## src/rtl/gdfs_pkg.sv

```systemverilog
// Shared constants, types and helper functions for the grid path solver.
// No dependencies; the register file, core, top level and checker import this package.
package gdfs_pkg;

  // Grid storage size.
  localparam int MAX_ROWS = 16;
  localparam int MAX_COLS = 16;
  localparam int CELLS    = MAX_ROWS * MAX_COLS;
  localparam int ADDR_W   = $clog2(CELLS);
  localparam int ROW_W    = $clog2(MAX_ROWS);
  localparam int COL_W    = $clog2(MAX_COLS);
  localparam int STK_W    = ROW_W + COL_W;
  localparam int DEPTH_W  = $clog2(CELLS + 1);

  // Width of a clamped size, and of the signed neighbor arithmetic.
  localparam int SZ_W = $clog2(((MAX_ROWS > MAX_COLS) ? MAX_ROWS : MAX_COLS) + 1);
  localparam int SW   = SZ_W + 2;

  // Port field widths.
  localparam int ACT_W   = 2;
  localparam int IDX_W   = 4;
  localparam int CODE_W  = 3;
  localparam int LEN_W   = 9;
  localparam int CNT_W   = 5;
  localparam int ORDER_W = 8;
  localparam int PADDR_W = 4;
  localparam int PDATA_W = 32;

  // Actions.
  localparam logic [ACT_W-1:0] ACT_WRITE = 2'd0;
  localparam logic [ACT_W-1:0] ACT_SOLVE = 2'd1;
  localparam logic [ACT_W-1:0] ACT_READ  = 2'd2;

  // Cell codes; arrows run from CODE_ARROW (east) upward by direction.
  localparam logic [CODE_W-1:0] CODE_OPEN  = 3'd0;
  localparam logic [CODE_W-1:0] CODE_WALL  = 3'd1;
  localparam logic [CODE_W-1:0] CODE_DEAD  = 3'd2;
  localparam logic [CODE_W-1:0] CODE_ARROW = 3'd3;

  // Directions.
  localparam logic [1:0] DIR_EAST  = 2'd0;
  localparam logic [1:0] DIR_SOUTH = 2'd1;
  localparam logic [1:0] DIR_WEST  = 2'd2;
  localparam logic [1:0] DIR_NORTH = 2'd3;

  // Register indexes and reset values.
  localparam logic [1:0] REG_ROWS  = 2'd0;
  localparam logic [1:0] REG_COLS  = 2'd1;
  localparam logic [1:0] REG_ORDER = 2'd2;
  localparam logic [CNT_W-1:0]   ROWS_RST  = 5'd10;
  localparam logic [CNT_W-1:0]   COLS_RST  = 5'd10;
  localparam logic [ORDER_W-1:0] ORDER_RST = 8'd228;

  // Clamped search setup handed from the register file to the core.
  typedef struct packed {
    logic [SZ_W-1:0]    rows;
    logic [SZ_W-1:0]    cols;
    logic [ORDER_W-1:0] order;
  } cfg_t;

  // Finished result handed from the core to the output register.
  typedef struct packed {
    logic              valid;
    logic [CODE_W-1:0] code;
    logic              found;
    logic [LEN_W-1:0]  len;
  } res_t;

  // Row step of a direction.
  function automatic logic signed [SW-1:0] step_row(input logic [1:0] dir);
    logic signed [SW-1:0] s;
    unique case (dir)
      DIR_SOUTH: s = 1;
      DIR_NORTH: s = -1;
      DIR_EAST:  s = 0;
      DIR_WEST:  s = 0;
    endcase
    return s;
  endfunction

  // Column step of a direction.
  function automatic logic signed [SW-1:0] step_col(input logic [1:0] dir);
    logic signed [SW-1:0] s;
    unique case (dir)
      DIR_EAST:  s = 1;
      DIR_WEST:  s = -1;
      DIR_SOUTH: s = 0;
      DIR_NORTH: s = 0;
    endcase
    return s;
  endfunction

  // Linear grid address of a cell.
  function automatic logic [ADDR_W-1:0] cell_addr(input logic [ROW_W-1:0] r,
                                                  input logic [COL_W-1:0] c);
    return ADDR_W'(int'(r) * MAX_COLS + int'(c));
  endfunction

endpackage

```

## src/rtl/gdfs_ram.sv

```systemverilog
// Generic simple dual-port RAM: one write port, one read port, registered read data.
// No dependencies; used for the grid store and the search stack.
module gdfs_ram #(
  parameter int WIDTH = 8,
  parameter int DEPTH = 256,
  localparam int AW = $clog2(DEPTH)
) (
  input  logic             clk,
  input  logic             we,
  input  logic [AW-1:0]    waddr,
  input  logic [WIDTH-1:0] wdata,
  input  logic [AW-1:0]    raddr,
  output logic [WIDTH-1:0] rdata
);

  logic [WIDTH-1:0] mem [DEPTH];

  // Write and read; the read data is registered and appears in the cycle after the address.
  always_ff @(posedge clk) begin
    if (we) begin
      mem[waddr] <= wdata;
    end
    rdata <= mem[raddr];
  end

endmodule

```

## src/rtl/gdfs_cfg.sv

```systemverilog
// Configuration register file of the grid path solver behind an APB-style port.
// Depends on gdfs_pkg; hands the clamped grid size and direction order to the core.
module gdfs_cfg (
  input  logic                          clk,
  input  logic                          rst,
  input  logic                          psel,
  input  logic                          penable,
  input  logic                          pwrite,
  input  logic [gdfs_pkg::PADDR_W-1:0]  paddr,
  input  logic [gdfs_pkg::PDATA_W-1:0]  pwdata,
  output logic [gdfs_pkg::PDATA_W-1:0]  prdata,
  output logic                          pready,
  output gdfs_pkg::cfg_t                cfg
);
  import gdfs_pkg::*;

  logic [CNT_W-1:0]   row_count;
  logic [CNT_W-1:0]   col_count;
  logic [ORDER_W-1:0] dir_order;
  logic [1:0]         reg_idx;
  logic               wr_en;

  assign pready  = 1'b1;
  assign reg_idx = paddr[PADDR_W-1:2];
  assign wr_en   = psel & penable & pwrite;

  // Register writes during the access phase of a write transfer.
  always_ff @(posedge clk) begin
    if (rst) begin
      row_count <= ROWS_RST;
      col_count <= COLS_RST;
      dir_order <= ORDER_RST;
    end else if (wr_en) begin
      unique case (reg_idx)
        REG_ROWS:  row_count <= pwdata[CNT_W-1:0];
        REG_COLS:  col_count <= pwdata[CNT_W-1:0];
        REG_ORDER: dir_order <= pwdata[ORDER_W-1:0];
        default:   ;
      endcase
    end
  end

  // Read-back of the stored values.
  always_comb begin
    unique case (reg_idx)
      REG_ROWS:  prdata = PDATA_W'(row_count);
      REG_COLS:  prdata = PDATA_W'(col_count);
      REG_ORDER: prdata = PDATA_W'(dir_order);
      default:   prdata = '0;
    endcase
  end

  // Sizes are saturated into the range the grid store supports.
  always_comb begin
    if (row_count < 3) begin
      cfg.rows = SZ_W'(3);
    end else if (row_count > MAX_ROWS) begin
      cfg.rows = SZ_W'(MAX_ROWS);
    end else begin
      cfg.rows = SZ_W'(row_count);
    end
    if (col_count < 3) begin
      cfg.cols = SZ_W'(3);
    end else if (col_count > MAX_COLS) begin
      cfg.cols = SZ_W'(MAX_COLS);
    end else begin
      cfg.cols = SZ_W'(col_count);
    end
    cfg.order = dir_order;
  end

endmodule

```

## src/rtl/gdfs_core.sv

```systemverilog
// Search sequencer of the grid path solver: grid store, path stack and the control
// that reads, marks and writes them back. Depends on gdfs_pkg and gdfs_ram.
module gdfs_core (
  input  logic                        clk,
  input  logic                        rst,
  input  logic                        in_valid,
  output logic                        in_stall,
  input  logic [gdfs_pkg::ACT_W-1:0]  action,
  input  logic [gdfs_pkg::IDX_W-1:0]  row,
  input  logic [gdfs_pkg::IDX_W-1:0]  col,
  input  logic                        cell_in,
  input  gdfs_pkg::cfg_t              cfg,
  input  logic                        res_take,
  output gdfs_pkg::res_t              res
);
  import gdfs_pkg::*;

  localparam logic [2:0] S_CLEAR = 3'd0;
  localparam logic [2:0] S_IDLE  = 3'd1;
  localparam logic [2:0] S_READ  = 3'd2;
  localparam logic [2:0] S_TOP   = 3'd3;
  localparam logic [2:0] S_PROBE = 3'd4;
  localparam logic [2:0] S_CHECK = 3'd5;
  localparam logic [2:0] S_POP   = 3'd6;
  localparam logic [2:0] S_DONE  = 3'd7;

  localparam logic signed [SW-1:0] ONE_S = 1;
  localparam logic signed [SW-1:0] TWO_S = 2;
  localparam logic signed [SW-1:0] ZERO_S = 0;

  // Control and payload registers.
  logic [2:0]         state, state_next;
  logic [ADDR_W-1:0]  clr_addr, clr_addr_next;
  logic [DEPTH_W-1:0] depth, depth_next;
  logic [ROW_W-1:0]   top_r, top_r_next, nb_r, nb_r_next;
  logic [COL_W-1:0]   top_c, top_c_next, nb_c, nb_c_next;
  logic [1:0]         dir_i, dir_i_next;
  logic               rd_ok, rd_ok_next;
  logic [CODE_W-1:0]  res_cell, res_cell_next;
  logic               res_found, res_found_next;
  logic [LEN_W-1:0]   res_len, res_len_next;

  // Memory ports.
  logic               g_we;
  logic [ADDR_W-1:0]  g_waddr, g_raddr;
  logic [CODE_W-1:0]  g_wdata, g_rdata;
  logic               s_we;
  logic [ADDR_W-1:0]  s_waddr, s_raddr;
  logic [STK_W-1:0]   s_wdata, s_rdata;

  // Neighbor arithmetic.
  logic [1:0]           cur_dir;
  logic signed [SW-1:0] tr_s, tc_s, rows_s, cols_s, nr, nc;
  logic                 nb_ok, goal, dead, in_store;
  logic [ADDR_W-1:0]    in_addr;

  gdfs_ram #(.WIDTH(CODE_W), .DEPTH(CELLS)) u_grid (
    .clk  (clk),
    .we   (g_we),
    .waddr(g_waddr),
    .wdata(g_wdata),
    .raddr(g_raddr),
    .rdata(g_rdata)
  );

  gdfs_ram #(.WIDTH(STK_W), .DEPTH(CELLS)) u_stack (
    .clk  (clk),
    .we   (s_we),
    .waddr(s_waddr),
    .wdata(s_wdata),
    .raddr(s_raddr),
    .rdata(s_rdata)
  );

  // Input address and range check.
  assign in_store = (row < MAX_ROWS) && (col < MAX_COLS);
  assign in_addr  = cell_addr(ROW_W'(row), COL_W'(col));

  // Neighbor of the top cell in the direction under test, and its admission.
  assign cur_dir = cfg.order[{dir_i, 1'b0} +: 2];
  assign tr_s    = $signed(SW'(top_r));
  assign tc_s    = $signed(SW'(top_c));
  assign rows_s  = $signed(SW'(cfg.rows));
  assign cols_s  = $signed(SW'(cfg.cols));
  assign nr      = tr_s + step_row(cur_dir);
  assign nc      = tc_s + step_col(cur_dir);
  assign nb_ok   = (nr > ZERO_S) && (nc > ZERO_S) &&
                   (((nr < rows_s - ONE_S) && (nc < cols_s - ONE_S)) ||
                    ((nr == rows_s - TWO_S) && (nc == cols_s - ONE_S)));
  assign goal    = (tr_s == rows_s - TWO_S) && (tc_s == cols_s - ONE_S);

  assign in_stall = (state != S_IDLE);

  assign res.valid = (state == S_DONE);
  assign res.code  = res_cell;
  assign res.found = res_found;
  assign res.len   = res_len;

  // Sequencer: one memory access pattern per state.
  always_comb begin
    state_next     = state;
    clr_addr_next  = clr_addr;
    depth_next     = depth;
    top_r_next     = top_r;
    top_c_next     = top_c;
    nb_r_next      = nb_r;
    nb_c_next      = nb_c;
    dir_i_next     = dir_i;
    rd_ok_next     = rd_ok;
    res_cell_next  = res_cell;
    res_found_next = res_found;
    res_len_next   = res_len;
    g_we           = 1'b0;
    g_waddr        = cell_addr(top_r, top_c);
    g_wdata        = CODE_OPEN;
    g_raddr        = in_addr;
    s_we           = 1'b0;
    s_waddr        = depth[ADDR_W-1:0];
    s_wdata        = {nb_r, nb_c};
    s_raddr        = ADDR_W'(depth - DEPTH_W'(2));
    dead           = 1'b0;

    unique case (state)
      // Clearing pass over the grid after reset.
      S_CLEAR: begin
        g_we          = 1'b1;
        g_waddr       = clr_addr;
        clr_addr_next = clr_addr + ADDR_W'(1);
        if (clr_addr == ADDR_W'(CELLS - 1)) begin
          state_next = S_IDLE;
        end
      end

      // Take one item and start its action.
      S_IDLE: begin
        if (in_valid) begin
          res_cell_next  = CODE_OPEN;
          res_found_next = 1'b0;
          res_len_next   = '0;
          state_next     = S_DONE;
          unique case (action)
            ACT_WRITE: begin
              g_we    = in_store;
              g_waddr = in_addr;
              g_wdata = CODE_W'(cell_in);
            end
            ACT_SOLVE: begin
              depth_next = DEPTH_W'(1);
              s_we       = 1'b1;
              s_waddr    = '0;
              s_wdata    = {ROW_W'(1), COL_W'(0)};
              top_r_next = ROW_W'(1);
              top_c_next = '0;
              state_next = S_TOP;
            end
            ACT_READ: begin
              rd_ok_next = in_store;
              state_next = S_READ;
            end
            default: ;
          endcase
        end
      end

      // Grid read data is back.
      S_READ: begin
        res_cell_next = rd_ok ? g_rdata : CODE_OPEN;
        state_next    = S_DONE;
      end

      // Goal test on the top of the stack.
      S_TOP: begin
        if (goal) begin
          g_we           = 1'b1;
          g_wdata        = CODE_ARROW;
          res_found_next = 1'b1;
          res_len_next   = LEN_W'(depth);
          state_next     = S_DONE;
        end else begin
          dir_i_next = '0;
          state_next = S_PROBE;
        end
      end

      // Bounds check of one neighbor; read its code if it may be entered.
      S_PROBE: begin
        nb_r_next = nr[ROW_W-1:0];
        nb_c_next = nc[COL_W-1:0];
        g_raddr   = cell_addr(nr[ROW_W-1:0], nc[COL_W-1:0]);
        if (nb_ok) begin
          state_next = S_CHECK;
        end else if (dir_i == 2'd3) begin
          dead = 1'b1;
        end else begin
          dir_i_next = dir_i + 2'd1;
        end
      end

      // Open neighbor: mark the arrow, push it; else next direction or dead end.
      S_CHECK: begin
        if (g_rdata == CODE_OPEN) begin
          g_we    = 1'b1;
          g_wdata = CODE_ARROW + CODE_W'(cur_dir);
          if (depth < CELLS) begin
            s_we       = 1'b1;
            depth_next = depth + DEPTH_W'(1);
            top_r_next = nb_r;
            top_c_next = nb_c;
          end
          state_next = S_TOP;
        end else if (dir_i == 2'd3) begin
          dead = 1'b1;
        end else begin
          dir_i_next = dir_i + 2'd1;
          state_next = S_PROBE;
        end
      end

      // New top of the stack is back from memory.
      S_POP: begin
        top_r_next = s_rdata[COL_W +: ROW_W];
        top_c_next = s_rdata[COL_W-1:0];
        state_next = S_TOP;
      end

      // Result waits for the output register.
      S_DONE: begin
        if (res_take) begin
          state_next = S_IDLE;
        end
      end
    endcase

    // Dead end: mark it, pop, and fetch the cell below if any is left.
    if (dead) begin
      g_we       = 1'b1;
      g_wdata    = CODE_DEAD;
      depth_next = depth - DEPTH_W'(1);
      if (depth == DEPTH_W'(1)) begin
        state_next = S_DONE;
      end else begin
        state_next = S_POP;
      end
    end
  end

  // Control state.
  always_ff @(posedge clk) begin
    if (rst) begin
      state    <= S_CLEAR;
      clr_addr <= '0;
      depth    <= '0;
    end else begin
      state    <= state_next;
      clr_addr <= clr_addr_next;
      depth    <= depth_next;
    end
  end

  // Payload registers.
  always_ff @(posedge clk) begin
    top_r     <= top_r_next;
    top_c     <= top_c_next;
    nb_r      <= nb_r_next;
    nb_c      <= nb_c_next;
    dir_i     <= dir_i_next;
    rd_ok     <= rd_ok_next;
    res_cell  <= res_cell_next;
    res_found <= res_found_next;
    res_len   <= res_len_next;
  end

endmodule

```

## src/rtl/grid_dfs_path_solver.sv

```systemverilog
// Top level of the grid path solver: register file, search core and output register.
// Depends on gdfs_pkg, gdfs_cfg, gdfs_core and gdfs_ram.
//
// Usage: the input channel (in_valid/in_stall) carries one action per transfer: write a
// cell (open or wall), run a solve from row 1 column 0 to the far-side goal, or read a
// cell code. Each action yields exactly one result transfer on out_valid/out_stall:
// cell_out for reads, found and path_cells for solves, zeros otherwise.
// Timing: a write or an unused action goes from acceptance straight to the result state;
// a read first waits for its grid RAM read. A solve steps from the goal test through
// a bounds check per neighbor, a grid RAM read per neighbor in bounds, and a push or
// a pop; the waits for grid RAM reads set the pace of a solve.
// One item is in work at a time; the next is accepted once the current result sits in
// the output register, so a stalled receiver leaves at most two finished results in the
// block: one in the output register and one waiting in the core, which stalls the input.
// Reset: rst clears the registers to 10 rows, 10 columns and order 228, then a
// clearing pass opens all 256 grid cells; in_stall is high meanwhile.
// Configuration writes are taken at any time but must only be issued while idle.
module grid_dfs_path_solver (
  input  logic                          clk,
  input  logic                          rst,
  input  logic                          psel,
  input  logic                          penable,
  input  logic                          pwrite,
  input  logic [gdfs_pkg::PADDR_W-1:0]  paddr,
  input  logic [gdfs_pkg::PDATA_W-1:0]  pwdata,
  output logic [gdfs_pkg::PDATA_W-1:0]  prdata,
  output logic                          pready,
  input  logic                          in_valid,
  output logic                          in_stall,
  input  logic [gdfs_pkg::ACT_W-1:0]    action,
  input  logic [gdfs_pkg::IDX_W-1:0]    row,
  input  logic [gdfs_pkg::IDX_W-1:0]    col,
  input  logic                          cell_in,
  output logic                          out_valid,
  input  logic                          out_stall,
  output logic [gdfs_pkg::CODE_W-1:0]   cell_out,
  output logic                          found,
  output logic [gdfs_pkg::LEN_W-1:0]    path_cells
);
  import gdfs_pkg::*;

  cfg_t cfg;
  res_t res;
  logic res_take;

  gdfs_cfg u_cfg (
    .clk    (clk),
    .rst    (rst),
    .psel   (psel),
    .penable(penable),
    .pwrite (pwrite),
    .paddr  (paddr),
    .pwdata (pwdata),
    .prdata (prdata),
    .pready (pready),
    .cfg    (cfg)
  );

  gdfs_core u_core (
    .clk     (clk),
    .rst     (rst),
    .in_valid(in_valid),
    .in_stall(in_stall),
    .action  (action),
    .row     (row),
    .col     (col),
    .cell_in (cell_in),
    .cfg     (cfg),
    .res_take(res_take),
    .res     (res)
  );

  // A result moves into the output register whenever that register is free or drains.
  assign res_take = res.valid && (!out_valid || !out_stall);

  always_ff @(posedge clk) begin
    if (rst) begin
      out_valid <= 1'b0;
    end else if (res_take) begin
      out_valid <= 1'b1;
    end else if (!out_stall) begin
      out_valid <= 1'b0;
    end
  end

  always_ff @(posedge clk) begin
    if (res_take) begin
      cell_out   <= res.code;
      found      <= res.found;
      path_cells <= res.len;
    end
  end

endmodule

```

## config.mk

```make
export PLATFORM = sky130hd
export DESIGN_NAME = grid_dfs_path_solver
export DESIGN_NICKNAME = d
export VERILOG_FILES = /design/src/rtl/gdfs_pkg.sv /design/src/rtl/gdfs_ram.sv /design/src/rtl/gdfs_cfg.sv /design/src/rtl/gdfs_core.sv /design/src/rtl/grid_dfs_path_solver.sv
export SDC_FILE = /design/constraint.sdc
export NUM_CORES = 2
export LEC_CHECK = 0
export CAP_MARGIN = 25
export CORE_ASPECT_RATIO = 1.75
export CORE_MARGIN = 10
export CORE_UTILIZATION = 65
export CTS_BUF_LIST = sky130_fd_sc_hd__clkbuf_8
export CTS_CLUSTER_DIAMETER = 80
export CTS_CLUSTER_SIZE = 28
export DETAILED_ROUTE_END_ITERATION = 12
export DONT_BUFFER_PORTS = 1
export PLACE_DENSITY = 0.83
export RECOVER_POWER = 100
export SYNTH_ARGS = -nofsm -noshare
export SYNTH_HDL_FRONTEND = slang
export SYNTH_SLANG_ARGS = --single-unit
```

## constraint.sdc

```tcl
create_clock -name clk -period 13.6 [get_ports clk]
set_clock_uncertainty 0.1 [all_clocks]
set_input_delay 2.72 -clock clk [delete_from_list [all_inputs] [get_ports clk]]
set_output_delay 2.72 -clock clk [all_outputs]
set_load 0.1 [all_outputs]
```

After elaboration in Yosys (flattened, before gate mapping)
Memory sizes are Yosys's and may differ from the RTL's. A register that Yosys moved wholly into a read port is not among the register bits. Index checks and enable logic that the tools add are counted.

Eq/ne operators: 39. Magnitude comparators: 9. Mux-type cells: 84. Div/mod/pow operators: 0. Add/sub/neg operators: 14. Shifts and indexed selects: 1. Bitwise gates (word level): 2. Multipliers: 0. Reductions and logical operators: 31.

Operator list (number): $mux W8 (9); $mux W9 (7); $pmux W7 S3 (2); $pmux W9 S2 (2); $mux W3 (11); $mux W4 (8); $add A8 B4 Y8 (3); $pmux W3 S8 (1); $pmux W4 S3 (2); $pmux W8 S3 (1); $mux W1 (22); $ne A3 B1 Y1 const B (7); $mux W5 (4); $pmux W8 S2 (1); $reduce_and A5 Y1 (3); $add A5 B7 Y7 (2); $eq A5 B7 Y1 (2); $eq A7 B7 Y1 (2); $gt A7 B1 Y1 const B (2); $lt A7 B7 Y1 (2); $eq A3 B3 Y1 const B (4); $mux W2 (6); $pmux W3 S2 (2); $sub A5 B1 Y6 const B (2); other kinds (37) (73).

Latch bits: 0. Register bits after elaboration: 83. Output and inout port bits: 48. Input port bits: 54. Memories kept: 2. Word-level logic and storage cells: 200. Memory bits (read-only): 0. RAM bits: 2816.

Memories: u_core.u_stack.mem (words 256, width 8, rd ports 1, clocked after Yosys merged registers in 1, wr ports 1, RTL line gdfs_ram.sv:16) `logic [WIDTH-1:0] mem [DEPTH];`; u_core.u_grid.mem (words 256, width 3, rd ports 1, clocked after Yosys merged registers in 1, wr ports 1, RTL line gdfs_ram.sv:16).

Longest topological paths before layout
Word-level depth: 14. Mapped depth: 22. Depth with buffers taken out: 18.

Modules after synthesis
From an unflattened synthesis, not the netlist that was laid out.

Cells, all modules: 6131. Area, all modules: 116661.9 µm².

Modules (own cells, without submodules): gdfs_ram at u_core.u_stack (cells each 3733, area each 79556.3 µm², instances 1); gdfs_ram at u_core.u_grid (cells each 1713, area each 31038.5 µm², instances 1); gdfs_core (cells each 530, area each 4464.3 µm², instances 1); gdfs_cfg (cells each 138, area each 1176.1 µm², instances 1); grid_dfs_path_solver (cells each 17, area each 426.7 µm², instances 1).

Worst setup path before layout
OpenSTA, ideal clock, no wires.

Kind: flip-flop to flip-flop. From: reg u_core.dir_i[0]. To: mem u_core.u_grid.mem[0][1] (netlist bit), data pin. Required time: 11995 ps. Library setup time: 1505 ps. Path slack: 3942 ps. Data arrival time: 8053 ps. Buffers on the path: 1. Cell stages (with the launch flop): 6. Cell sequence: edfxtp_1 clkbuf_1 mux4_2 inv_1 ha_1 o21bai_1.

Word-level cells in the longest chain between the ends: 12.

Ends and longest elaborated chain: start: declaration (RTL line gdfs_core.sv:37) `logic [1:0] dir_i, dir_i_next;`; start signal: assignment (RTL line gdfs_core.sv:266) `dir_i <= dir_i_next;`; $shiftx A8 B4 Y2 (RTL line gdfs_core.sv:80) `assign cur_dir = cfg.order[{dir_i, 1'b0} +: 2];`; $eq A2 B2 Y1 (tied with other cells) (RTL line gdfs_pkg.sv:72, gdfs_pkg.sv:84); $reduce_or A2 Y1 (no line); $pmux W7 S3, on equally long branches (RTL line gdfs_pkg.sv:72, gdfs_pkg.sv:84); $add A5 B7 Y7, on equally long branches (RTL line gdfs_core.sv:85, gdfs_core.sv:86); $lt A7 B7 Y1 or $eq A7 B7 Y1 (tied branches) (RTL line gdfs_core.sv:88, gdfs_core.sv:89); $logic_and A1 B1 Y1, on equally long branches (RTL line gdfs_core.sv:88, gdfs_core.sv:89); $logic_or A1 B1 Y1 (RTL line gdfs_core.sv:88) `(((nr < rows_s - ONE_S) && (nc < cols_s - ONE_S)) ||`; $logic_and A1 B1 Y1 (RTL line gdfs_core.sv:87) `assign nb_ok = (nr > ZERO_S) && (nc > ZERO_S) &&`; $mux W1 (RTL line gdfs_core.sv:190) `if (nb_ok) begin`; $pmux W1 S2 (RTL line gdfs_core.sv:123) `unique case (state)`; $mux W3 (*) (RTL line gdfs_core.sv:235) `if (dead) begin`; net u_core.g_wdata[1] (RTL line gdfs_core.sv:46) `logic [CODE_W-1:0] g_wdata, g_rdata;`; end: declaration (RTL line gdfs_ram.sv:16).

Mark *: on every way through the listed nets, which the timed path passes. The rest lies on a longest branch.

Worst setup path after layout
From: in action[1] (netlist bit). To: mem u_core.u_stack.mem[223][3], data pin.

Word-level cells in the longest chain between the ends: 4.

Ends and longest elaborated chain: start: declaration (RTL line grid_dfs_path_solver.sv:30) `input logic [gdfs_pkg::ACT_W-1:0] action,`; $eq A2 B1 Y1 (RTL line gdfs_core.sv:141) `unique case (action)`; $mux W8 (RTL line gdfs_core.sv:141); $mux W8 (RTL line gdfs_core.sv:136) `if (in_valid) begin`; $mux W8 (RTL line gdfs_core.sv:123); net u_core.s_wdata[3] (RTL line gdfs_core.sv:49) `logic [STK_W-1:0] s_wdata, s_rdata;`; end: declaration (RTL line gdfs_ram.sv:16).

The timed path passes the listed nets, and every way through them passes these cells.

==> impl_results.md <==
- TritonCTS clock tree: yes
- Result of the run: complete, but fails checks
- Routability-driven placement congestion ratio: 0.924
- CTS H-Tree Depth: 3
- Tightest Hold Check Type: flop to flop
- Busiest layer in global routing: met2
- Setup ws final: 3.78 ns
- Post-layout min period: 9.82 ns
- Initial antenna violation count: 5
- Top-Level Pins: between 100 and 150
- Number of max-slew violations in the final report: 2349
- Remaining DRCs: 0
- Dpl hpwl: 170000 µm
- Most frequently used flop master after synthesis: sky130_fd_sc_hd__edfxtp_1
- Post-synthesis sequential element count: 2910
- Final net count: 5797
- Pwr per Cell Area: 129 mW/mm²
- Most frequent cell on the critical path: sky130_fd_sc_hd__clkbuf_1
- Worst-case clock buffer depth: 3
- Antenna-violating nets left: 0
- Post-Syn Area: 0.117 mm²
- Global-route usage over all layers: 26.4%
- Num CTS Buffers: 113
- Worst-Skew Late Latency: 0.98 ns
- Most common cell after layout, fill and taps aside: sky130_fd_sc_hd__edfxtp_1
- Top library cells by usage in the layout, fill and taps aside: sky130_fd_sc_hd__edfxtp_1 (2860), sky130_fd_sc_hd__mux4_2 (745), sky130_fd_sc_hd__nor2_1 (595), sky130_fd_sc_hd__mux2i_1 (292), sky130_fd_sc_hd__nand2_1 (153)
- RSZ-0062 raised after global routing: false
- Placed cells: 7959
- Vias per std cell: 6.94
- Setup violations, final: 0
- Syn Inst Count: 5824
- Worst slack on hold paths: between 0.3 and 0.4 ns
- Largest net degree at the start of global routing: 140
- Count of max-cap constraint violations: 56
- Number of clock sinks seen by CTS: 2910
- Top cell type by total area after synthesis: sky130_fd_sc_hd__edfxtp_1
- Clk root buf: sky130_fd_sc_hd__clkbuf_8
- List of cells traversed by the critical path: inv_1 -> ha_1 -> nand3_1 -> and2_0 -> clkbuf_1 -> clkbuf_1
- GRT met1 Usage: about 31%
- Cts-stage hold buffer count: 0
- Wire length of the first global-routing pass: 386000 µm
- Number of warnings printed during yosys synthesis: 0
- Critical path capture point type: flop
- Average wire per standard cell: 32.3 µm
- Summed area of non-filler cells in the final layout: ~0.12 mm²
- Share of flip-flops with an asynchronous set or reset after synthesis: 0%
- Sum of negative setup slack: 0 ns
- Fraction of synthesized cell area taken by the top area cell type: 73.6%
- Worst slew margin relative to its limit: -193%
- Total via count in the routed design: 56501
- Violated checks: capacitance limit, slew limit
- Largest cells by area after synthesis: sky130_fd_sc_hd__edfxtp_1 (74%), sky130_fd_sc_hd__mux4_2 (14%), sky130_fd_sc_hd__mux2i_1 (2.5%), sky130_fd_sc_hd__nor2_1 (1.9%), sky130_fd_sc_hd__dfxtp_1 (0.86%)
- Worst setup path category: input port to flop
- Count of buffers added by post-CTS timing repair for setup: 0
- Die extent in y: between 500 and 600 µm
- Highest-delay cell along the critical path: sky130_fd_sc_hd__and2_0
- Global routing met2 resource utilization: approximately 47%
- Required time of the critical path: 13.73 ns
- Total number of placement rows: between 200 and 250
- Kind of cell adding the most delay to the critical path: buffers and inverters
- Instance area after placement: 0.119 mm²
- Worst-Margin Slew: roughly 4.4 ns
- PostCTS Resize Cnt: 0
- Input/output buffers: 0
- Data arrival time at the worst-slack endpoint: 9.95 ns
- Yosys cell types: 88
- Routed Wire Length: around 260000 µm
- Worst-path fanout max: 78
- Via count of the first global-routing pass: slightly below 60000
- Count of flip-flops with a built-in enable after synthesis: 2860
- Proportion of synthesized chip area in sequential cells: 74.5%
- Crit path buf inv count: 3
- Hold violation total from the final report: 0
- Area of the die: 0.198 mm²
- Core occupancy in the finished layout: about two thirds
- Fraction of final layout cells with drive strength greater than 1: between 10% and 20%
- Total overflow reported by the global router: 0
- Share of the clock period used by the worst path after layout: 72.2%
- Die width: between 300 and 400 µm
- Drt initial violations: 6962
- Area Growth Syn to Fin: 3.42%
- Longest individual stage delay on the worst path: ~2.9 ns
- Initial core utilization: 65.4%
- Sort of element at the start of the critical path: input port
- Reg clk slew, reported paths: 0.16 ns
- Worst slack at placement: 6.30 ns
- Design Power: 15.6 mW
- Final cell count without fillers: 8138
- Core region area: 0.179 mm²
- Highest clock frequency the design can meet: 102 MHz
- Static power due to leakage: 35.8 nW
- Iteration count of the initial detailed-routing pass: 6
- Global routing met3 resource utilization: 4.07%
- Average instance area after synthesis: 20.0 µm²
- Worst supply voltage drop on vdd: 0.000145 V
==> metal layers <==
| layer | part of all wire (%) | up-vias | routed length (µm) |
|---|---|---|---|
| li1 | - | 23346 | - |
| met1 | 32 | 29250 | 83100 |
| met2 | 54 | 3140 | 142000 |
| met3 | 8.0 | 761 | 21000 |
| met4 | 6.5 | 4 | 17000 |
| met5 | 0.020 | - | 53 |
==> kinds of logic (layout without fill, tap and decap cells) <==
logic type | Yosys count | count (layout) | share of synthesized area, %
flip-flops | 2910 | 2910 | 74.5
multiplexers | 1041 | 1041 | 16.9
AND/OR/NAND/NOR | 994 | 994 | 3.80
AO/OA/AOI/OAI | 409 | 409 | 2.59
buffers and inverters | 403 | 305 | 1.62
adder cells (fa/ha/maj) | 34 | 34 | 0.365
XOR/XNOR | 31 | 31 | 0.251
other | 2 | 34 | 0.00644
==> power by group <==
part	total, mW	switching [mW]	internal (mW)
Clock	3.15	2.37	0.786
Combinational	2.39	1.59	0.801
Sequential	10.1	0.0678	9.99
==> sequential cells by signal (all words and copies together), names as in the netlist, 4 cells and up <==
| signal | count |
|---|---|
| u_core.clr_addr | 8 |
| u_core.nb_r | 4 |
| u_core.u_stack.mem | 2048 |
| u_core.top_r | 4 |
| u_cfg.dir_order | 8 |
| u_cfg.col_count | 5 |
| path_cells | 9 |
| u_core.u_grid.mem | 768 |
| u_core.res_len | 9 |
| u_core.depth | 9 |
| u_core.top_c | 4 |
| u_core.nb_c | 4 |
| u_core.u_stack.rdata | 8 |
| u_cfg.row_count | 5 |
==> synth_stat cells, types with 36 or more instances <==
library cell               instances
sky130_fd_sc_hd__edfxtp_1       2860
sky130_fd_sc_hd__mux4_2          745
sky130_fd_sc_hd__nor2_1          596
sky130_fd_sc_hd__mux2i_1         293
sky130_fd_sc_hd__clkbuf_1        190
sky130_fd_sc_hd__nand2_1         153
sky130_fd_sc_hd__a21oi_1         105
sky130_fd_sc_hd__buf_1            73
sky130_fd_sc_hd__buf_2            58
sky130_fd_sc_hd__dfxtp_1          50
sky130_fd_sc_hd__nor2b_1          50
sky130_fd_sc_hd__o22ai_1          47
sky130_fd_sc_hd__a22oi_1          46
sky130_fd_sc_hd__buf_4            39
sky130_fd_sc_hd__o21ai_0          36
==> final timing paths <==
kind                                         from  cells after the start                              endpoint  slack [ns]
setup / recovery                        action[1]                      6  u_core.u_stack.mem[223][3]$_DFFE_PP_        3.78
hold reg to reg   u_core.res_len[5]$_SDFFCE_PN0P_                      0               path_cells[5]$_DFFE_PP_        0.34
setup reg to reg    u_core.dir_i[0]$_SDFFCE_PP0P_                     17   u_core.u_grid.mem[132][0]$_DFFE_PP_        3.79
hold / removal    u_core.res_len[5]$_SDFFCE_PN0P_                      0               path_cells[5]$_DFFE_PP_        0.34
==> area by class of cell <==
| type | count | area, µm² |
|---|---|---|
| clock buffer | 115 | 1580 |
| antenna | 5 | 12.5 |
| multi-input combinational | 2538 | 28000 |
| sequential | 2910 | 86900 |
| inverter | 22 | 82.6 |
| fill | 10698 | 57800 |
| tap | 2380 | 2980 |
| timing repair buffer | 124 | 976 |
| clock inverter | 44 | 190 |
==> worst reg2reg max path, stage by stage (launching register included) <==
cell and delay, ns:
sky130_fd_sc_hd__edfxtp_1 0.60, sky130_fd_sc_hd__mux4_2 0.67, sky130_fd_sc_hd__inv_1 0.19, sky130_fd_sc_hd__ha_1 0.39, sky130_fd_sc_hd__xor2_1 0.19, sky130_fd_sc_hd__ha_1 0.21, sky130_fd_sc_hd__a21oi_1 0.07, sky130_fd_sc_hd__xnor2_1 0.53
sky130_fd_sc_hd__inv_1 0.35, sky130_fd_sc_hd__ha_1 0.40, sky130_fd_sc_hd__nand4b_1 0.11, sky130_fd_sc_hd__nor3_1 0.36, sky130_fd_sc_hd__o211ai_1 0.14, sky130_fd_sc_hd__or4_1 0.59, sky130_fd_sc_hd__nand3_1 0.32, sky130_fd_sc_hd__nand3_1 0.82
sky130_fd_sc_hd__o311ai_0 2.89, sky130_fd_sc_hd__nor2_1 0.47
(Power assumes the default switching activity.)
